File: config.mk
export PLATFORM = sky130hd
export DESIGN_NAME = mvna_alu
export DESIGN_NICKNAME = d
export VERILOG_FILES = /design/src/design/mvna_pkg.sv /design/src/design/mvna_alu.sv
export SDC_FILE = /design/constraint.sdc
export NUM_CORES = 2
export LEC_CHECK = 0
export ABC_AREA = 1
export BUFFER_PORTS_ARGS = -buffer_cell sky130_fd_sc_hd__clkbuf_2
export CORE_UTILIZATION = 59
export DETAILED_ROUTE_END_ITERATION = 10
export PLACE_DENSITY = 0.77
export SLEW_MARGIN = 20
export SYNTH_ARGS = -nofsm -noshare
export SYNTH_HDL_FRONTEND = slang
export SYNTH_SLANG_ARGS = --single-unit
File: constraint.sdc
create_clock -name clk -period 8.9 [get_ports clk]
set_input_delay 2.67 -clock clk [delete_from_list [all_inputs] [get_ports clk]]
set_output_delay 2.67 -clock clk [all_outputs]
set_load 0.1 [all_outputs]
File: src/design/mvna_pkg.sv
package mvna_pkg;

  localparam int IDX_W        = 12;
  localparam int CNT_W        = 13;
  localparam logic [CNT_W-1:0] MAX_VERTICES = 13'd4096;
  localparam int NRM_W        = 48;
  localparam int ACC_W        = 64;
  localparam int WGT_W        = 48;
  localparam int ALU_W        = 96;
  localparam int DIV_W        = 80;
  localparam int STEP_W       = 7;
  localparam logic [STEP_W-1:0] MUL_LAST  = 7'd3;
  localparam logic [STEP_W-1:0] DIV_LAST  = 7'd79;
  localparam logic [STEP_W-1:0] SQRT_LAST = 7'd47;

  localparam logic [0:0] REG_NORMALIZE = 1'd0;
  localparam logic [0:0] REG_MODE      = 1'd1;

  typedef enum logic [1:0] {
    KIND_LOAD  = 2'd0,
    KIND_TRI   = 2'd1,
    KIND_QUERY = 2'd2,
    KIND_CLEAR = 2'd3
  } kind_t;

  typedef enum logic [1:0] {
    ST_OK    = 2'd0,
    ST_DEGEN = 2'd1,
    ST_BAD   = 2'd2
  } status_t;

  typedef enum logic [1:0] {
    ALU_MUL,
    ALU_DIV,
    ALU_SQRT
  } alu_op_t;

  typedef struct packed {
    logic    start;
    alu_op_t op;
  } alu_req_t;

  typedef enum logic [4:0] {
    S_IDLE,
    S_RD0,
    S_RD1,
    S_RD2,
    S_RD3,
    S_CROSS,
    S_SQ,
    S_SQW,
    S_SQRT,
    S_SQRTW,
    S_DECIDE,
    S_DIV,
    S_DIVW,
    S_WGT,
    S_WGTW,
    S_ACRD,
    S_ACWR,
    S_QRD,
    S_QCHK,
    S_AVG,
    S_AVGW,
    S_EMIT
  } state_t;

  typedef struct packed {
    kind_t              kind;
    logic signed [15:0] coord_x;
    logic signed [15:0] coord_y;
    logic signed [15:0] coord_z;
    logic [11:0]        corner_a;
    logic [11:0]        corner_b;
    logic [11:0]        corner_c;
  } item_t;

  typedef struct packed {
    logic signed [NRM_W-1:0] normal_x;
    logic signed [NRM_W-1:0] normal_y;
    logic signed [NRM_W-1:0] normal_z;
    status_t                 result_status;
    logic [15:0]             item_index;
  } result_t;

  typedef struct packed {
    logic signed [15:0] x;
    logic signed [15:0] y;
    logic signed [15:0] z;
  } pos_t;

  typedef struct packed {
    logic signed [ACC_W-1:0] x;
    logic signed [ACC_W-1:0] y;
    logic signed [ACC_W-1:0] z;
    logic [WGT_W-1:0]        w;
  } acc_entry_t;

endpackage

File: src/design/mvna_alu.sv
module mvna_alu (
  input  logic                        clk,
  input  logic                        rst,
  input  mvna_pkg::alu_req_t          req,
  input  logic [mvna_pkg::ALU_W-1:0]  opa,
  input  logic [mvna_pkg::WGT_W-1:0]  opb,
  output logic                        done,
  output logic [mvna_pkg::ALU_W-1:0]  res
);

  mvna_pkg::alu_op_t               op_r;
  logic                            busy;
  logic [mvna_pkg::STEP_W-1:0]     step;
  logic [mvna_pkg::ALU_W-1:0]      x;
  logic [49:0]                     rem;
  logic [47:0]                     root;
  logic [47:0]                     a_r;
  logic [47:0]                     b_r;

  logic [23:0]  pa;
  logic [23:0]  pb;
  logic [47:0]  pp;
  logic [95:0]  pp_sh;
  logic [48:0]  drem;
  logic         dge;
  logic [51:0]  srem;
  logic [51:0]  trial;
  logic         sge;
  logic         last;

  always_comb begin
    pa = step[1] ? a_r[47:24] : a_r[23:0];
    pb = step[0] ? b_r[47:24] : b_r[23:0];
    pp = pa * pb;
    case (step[1:0])
      2'd0:    pp_sh = {48'b0, pp};
      2'd3:    pp_sh = {pp, 48'b0};
      default: pp_sh = {24'b0, pp, 24'b0};
    endcase
    drem  = {rem[47:0], x[mvna_pkg::DIV_W-1]};
    dge   = drem >= {1'b0, b_r};
    srem  = {rem, x[95:94]};
    trial = {2'b0, root, 2'b01};
    sge   = srem >= trial;
    unique case (op_r)
      mvna_pkg::ALU_MUL: last = step == mvna_pkg::MUL_LAST;
      mvna_pkg::ALU_DIV: last = step == mvna_pkg::DIV_LAST;
      default:           last = step == mvna_pkg::SQRT_LAST;
    endcase
  end

  always_ff @(posedge clk) begin
    if (rst) begin
      busy <= 1'b0;
      done <= 1'b0;
    end else begin
      done <= busy && last;
      if (req.start) begin
        busy <= 1'b1;
      end else if (last) begin
        busy <= 1'b0;
      end
    end
  end

  always_ff @(posedge clk) begin
    if (req.start) begin
      op_r <= req.op;
      step <= '0;
      x    <= (req.op == mvna_pkg::ALU_MUL) ? '0 : opa;
      rem  <= '0;
      root <= '0;
      a_r  <= opa[47:0];
      b_r  <= opb;
    end else if (busy) begin
      step <= step + 1'b1;
      unique case (op_r)
        mvna_pkg::ALU_MUL: begin
          x <= x + pp_sh;
        end
        mvna_pkg::ALU_DIV: begin
          rem <= {2'b0, dge ? (drem[47:0] - b_r) : drem[47:0]};
          x[mvna_pkg::DIV_W-1:0] <= {x[mvna_pkg::DIV_W-2:0], dge};
        end
        default: begin
          rem  <= sge ? (srem[49:0] - trial[49:0]) : srem[49:0];
          root <= {root[46:0], sge};
          x    <= {x[93:0], 2'b00};
        end
      endcase
    end
  end

  always_comb begin
    unique case (op_r)
      mvna_pkg::ALU_MUL: res = x;
      mvna_pkg::ALU_DIV: res = {16'b0, x[mvna_pkg::DIV_W-1:0]};
      default:           res = {48'b0, root};
    endcase
  end

endmodule

==> run_results.csv, run 1 <==
group,metric,value,unit
synthesis,syn-num-nets,8744,
clock_tree,root_buffer,"clkbuf_16",
synthesis,yosys_register_bits,301,
clock_tree,numClockSinks,301,
global_route,grt_remaining_overflow,491,
status,status,"stopped before the end",
clock_tree,h-tree-depth,2,
status,stop_stage,"global routing",
synthesis,yosys_warnings,0,
placement,postPlaceCellArea,60340,um^2
status,run.stop_error,"[ERROR GRT-0232] Routing congestion too high. Check the congestion heatmap in the GUI.",
timing,worstEndpointType,"register input",
floorplanning,die_x,295.8,um
synthesis,synth_ff_type,"edfxtp_1",
synthesis,avgSynthCellArea,6.578,um^2
placement,placed_cells,9846,
clock_tree,cts_buffer_depth,3,
synthesis,syn_inst,7741,
synthesis,async_reset_ff_share,0,%
global_route,grtUsageTotal,77.35,%
timing,worst_endpoint,"x[62]$_DFFE_PP_/D",
clock_tree,cts_made_buffers,39,
floorplanning,rows,107,
floorplanning,initial_core_util,59.71,%
global_route,grt_max_degree,98,
synthesis,yosysSeqAreaShare,15.65,%
placement,detailed_place_hpwl,195.0,mm
floorplanning,pin_count,246,
synthesis,synth_cell_types,57,
placement,gp_congestion,1.182,
clock_tree,holdBufCountCts,0,
placement,io_buffers,245,
floorplanning,die_h,295.8,um
synthesis,synthesis.area,50920,um^2
synthesis,synth_edf_count,194,
==> cells by family after synthesis <==
logic type	synth area share, %
AO/OA/AOI/OAI	11.95
XOR/XNOR	1.410
adder cells (fa/ha/maj)	28.12
buffers and inverters	13.14
flip-flops	15.65
AND/OR/NAND/NOR	29.73
==> routing by layer <==
layer | GRT overflow | GRT usage [%]
met5 | 1 | 39.14
met4 | 170 | 69.42
met3 | 24 | 64.90
met2 | 266 | 88.37
met1 | 30 | 82.40
==> repair_timing <==
action | in CTS
setup endpoints to repair | 79
pin swaps | 59
cloned | 1
buffers inserted | 37
gates resized for setup | 388
==> synth_stat cells (31+ instances only) <==
cell type,n,area (um^2)
nand2_1,2014,7560
inv_1,1470,5518
nor2_1,873,3277
fa_1,484,9689
a21oi_1,461,2307
nand3_1,437,2187
ha_1,370,4629
o21ai_0,358,1792
edfxtp_1,194,5826
clkbuf_1,192,720.7
nand4_1,161,1007
dfxtp_1,107,2142
o22ai_1,81,506.7
xor2_1,55,481.7
o21bai_1,52,390.4
nor3_1,50,250.2
o21ai_1,41,205.2
or2_2,31,193.9
==> stage by stage <==
stage	TNS (ns)	setup slack [ns]
4_1_cts	-18.20	-0.4027
3_5_place_dp	-58.92	-1.138
3_3_place_gp	-58.23	-1.140
2_1_floorplan	0	0.2692
==> inputs of run 2 (changes only) <==
- CORE_UTILIZATION: 59 -> 40
- PLACE_DENSITY: 0.77 -> unset
- PLACE_DENSITY_LB_ADDON: unset -> 0.15
- clock period: 8.9 -> 11.6 ns (I/O delays scaled with it)
==> run_results.csv, run 2 <==
group,metric,value,unit
status,status,"finished, final reports clean",
critical_path,critPathRequiredTime,11.98,ns
floorplanning,core-area,125900,um^2
timing,worstMarginPinSlew,1.124,ns
placement,pre_cts_ws,-0.01404,ns
synthesis,yosys_register_bits,301,
synthesis,post-synth-top-area-fraction,19.03,%
clock_tree,cts_buffer_depth,3,
worst_hold_path,hp-class,"flop to flop",
clock_tree,cts_made_buffers,40,
final_layout,nNetsFinal,8928,
synthesis,synth_ff_type,"edfxtp_1",
final_layout,drive_gt1_share,7.251,%
synthesis,syn_inst,7741,
clock_tree,numClockSinks,301,
synthesis,yosys_warnings,0,
final_layout,largest_register_ffs,96,
floorplanning,rows,130,
route,viasPerCell,5.603,
timing,fin_skew,0.07533,ns
clock_tree,clkTransAtPathRegs,0.06,ns
global_route,grtUsageTotal,37.52,%
floorplanning,pin_count,246,
synthesis,synth_cell_types,57,
route,wl_per_cell,25.35,um
synthesis,synth_edf_count,194,
route,vias,53850,
timing,setup_slack,0.4846,ns
route,drt_wl_total,243.7,mm
floorplanning,dieArea,128700,um^2
clock_tree,h-tree-depth,2,
final_layout,fillers,13600,
timing,finalHoldViolations,0,
synthesis,synth_top_family_by_area,"simple AND/OR/NAND/NOR gates",
route,drt_iter0_drc,6451,
timing,post-route-period-util,95.82,%
run,cap_viol_max_count,0,
worst_hold_path,min_path_cells,2,
final_layout,fin_area,55790,um^2
final_layout,layout_common_cells,"2011 x nand2_1, 1465 x inv_1, 871 x nor2_1",
clock_tree,clock_latency,0.66,ns
critical_path,critPathSlowestCell,"dfxtp_4",
timing,max_slew_margin,24.55,%
critical_path,worstSetupStartpointType,"flop",
floorplanning,die_x,358.8,um
synthesis,synthesis.area,50920,um^2
synthesis,synth.most_common_cell,"nand2_1",
synthesis,yosysSeqAreaShare,15.65,%
clock_tree,root_buffer,"clkbuf_16",
floorplanning,initial_core_util,40.45,%
synthesis,synth-xor-area-share,1.410,%
critical_path,worst_path_largest_cell_delay,0.62,ns
clock_tree,holdBufCountCts,0,
route,postRouteAntennaNets,0,
final_layout,final_common_cell,"nand2_1",
synthesis,yosys-top-cells-area,"fa_1 19%, nand2_1 15%, edfxtp_1 11%, inv_1 11%, ha_1 9.1%",
clock_tree,cts_tree,"done",
route,drt-pass1-iter-count,6,
placement,detailed_place_hpwl,205.2,mm
global_route,grt_remaining_overflow,0,
critical_path,crit_buf_inv,7,
final_layout,reg_top3,"x (96), rem (50)",
placement,gp_congestion,1.043,
synthesis,synth_compound_area_share,11.95,%
critical_path,critPathMaxFanout,30,
critical_path,path_depth,42,
final_layout,area_growth,9.558,%
floorplanning,die_h,358.8,um
timing,rsz0062_at_grt,"false",
placement,io_buffers,245,
synthesis,synth_top_area_cell,"fa_1",
global_route,first_global_vias,50820,
critical_path,reg2reg_depth,42,
timing,slew_viol_final,0,
synthesis,synth_adder_area_share,28.12,%
global_route,grt_pass1_wl,349.5,mm
global_route,antenna_found_initial,6,
timing,layout_min_cycle_time,11.12,ns
synthesis,synth_common_cells,"2014 x nand2_1, 1470 x inv_1, 873 x nor2_1, 484 x fa_1, 461 x a21oi_1",
global_route,grt_max_degree,113,
critical_path,worst_path_most_repeated_cell,"nand2_1",
timing,hold_slack,0.4757,ns
synthesis,syn-num-nets,8744,
synthesis,synth_simple_gate_area_share,29.73,%
critical_path,critPathKind,"flop to flop",
synthesis,synthMuxAreaShare,0,%
synthesis,async_reset_ff_share,0,%
final_layout,top_register,"x",
critical_path,worstPathArrival,11.49,ns
route,drc,0,
critical_path,cp-end-kind,"flop",
placement,postPlaceCellArea,54380,um^2
critical_path,critPathTopFamily,"adder cells",
timing,setup_viol,0,
timing,fmax,89.97,MHz
synthesis,avgSynthCellArea,6.578,um^2
[run 2: layout make-up]
cell class	instances	area, um^2	area share (%)
antenna	4	10.01	0.01794
timing repair buffer	392	2386	4.277
multi-input combinational	5695	36350	65.16
tap	1650	2064	3.701
sequential	301	7971	14.29
inverter	1495	5635	10.10
clock buffer	52	1119	2.005
clock inverter	22	250.2	0.4486
[run 2: worst min-delay path, stage by stage (launching register included)]
cell and delay [ns]:
dfxtp_1 0.31, nand2_1 0.06, a21oi_1 0.06
[run 2: layer usage]
metal  share of wire [%]  track usage, %  wire length [um]  vias to the layer above
met1                  45           55.18            109200                    26100
met5               0.011               0                27                        -
met4                 3.8           12.24              9141                        4
li1                    -               -                 -                    24770
met3                  10           6.827             24400                      354
met2                  41           54.86            100900                     2628
[run 2: timing repair]
action	in CTS	in global routing
cloned	0	0
resized for setup	3	8
buffers inserted	0	0
endpoints found under the setup margin	1	2
pin swaps	0	0
[run 2: final timing paths]
kind | startpoint | end | slack, ns
hold reg to reg | rem[49] | rem[49] | 0.48
setup reg to reg | step[0] | x[48] | 0.48
setup / recovery | step[0] | x[48] | 0.48
hold / removal | rem[49] | rem[49] | 0.48
[run 2: cells by family after synthesis]
group                    after synthesis
adder cells (fa/ha/maj)              854
buffers and inverters               1745
AO/OA/AOI/OAI                       1105
flip-flops                           301
XOR/XNOR                              82
AND/OR/NAND/NOR                     3654
[run 2: through the flow]
stage	setup TNS (ns)	cells	utilization (%)
5_1_grt	0	9608	44.31
3_5_place_dp	-0.01404	9533	43.19
2_1_floorplan	0	7741	-
6_report	0	9611	44.31
4_1_cts	0	9607	44.29
3_3_place_gp	-0.03241	9533	43.19
Power of run 2 is left out: the tool's default activity adds up to more than one toggle a clock period on the data nets, which glitch-free logic cannot reach.
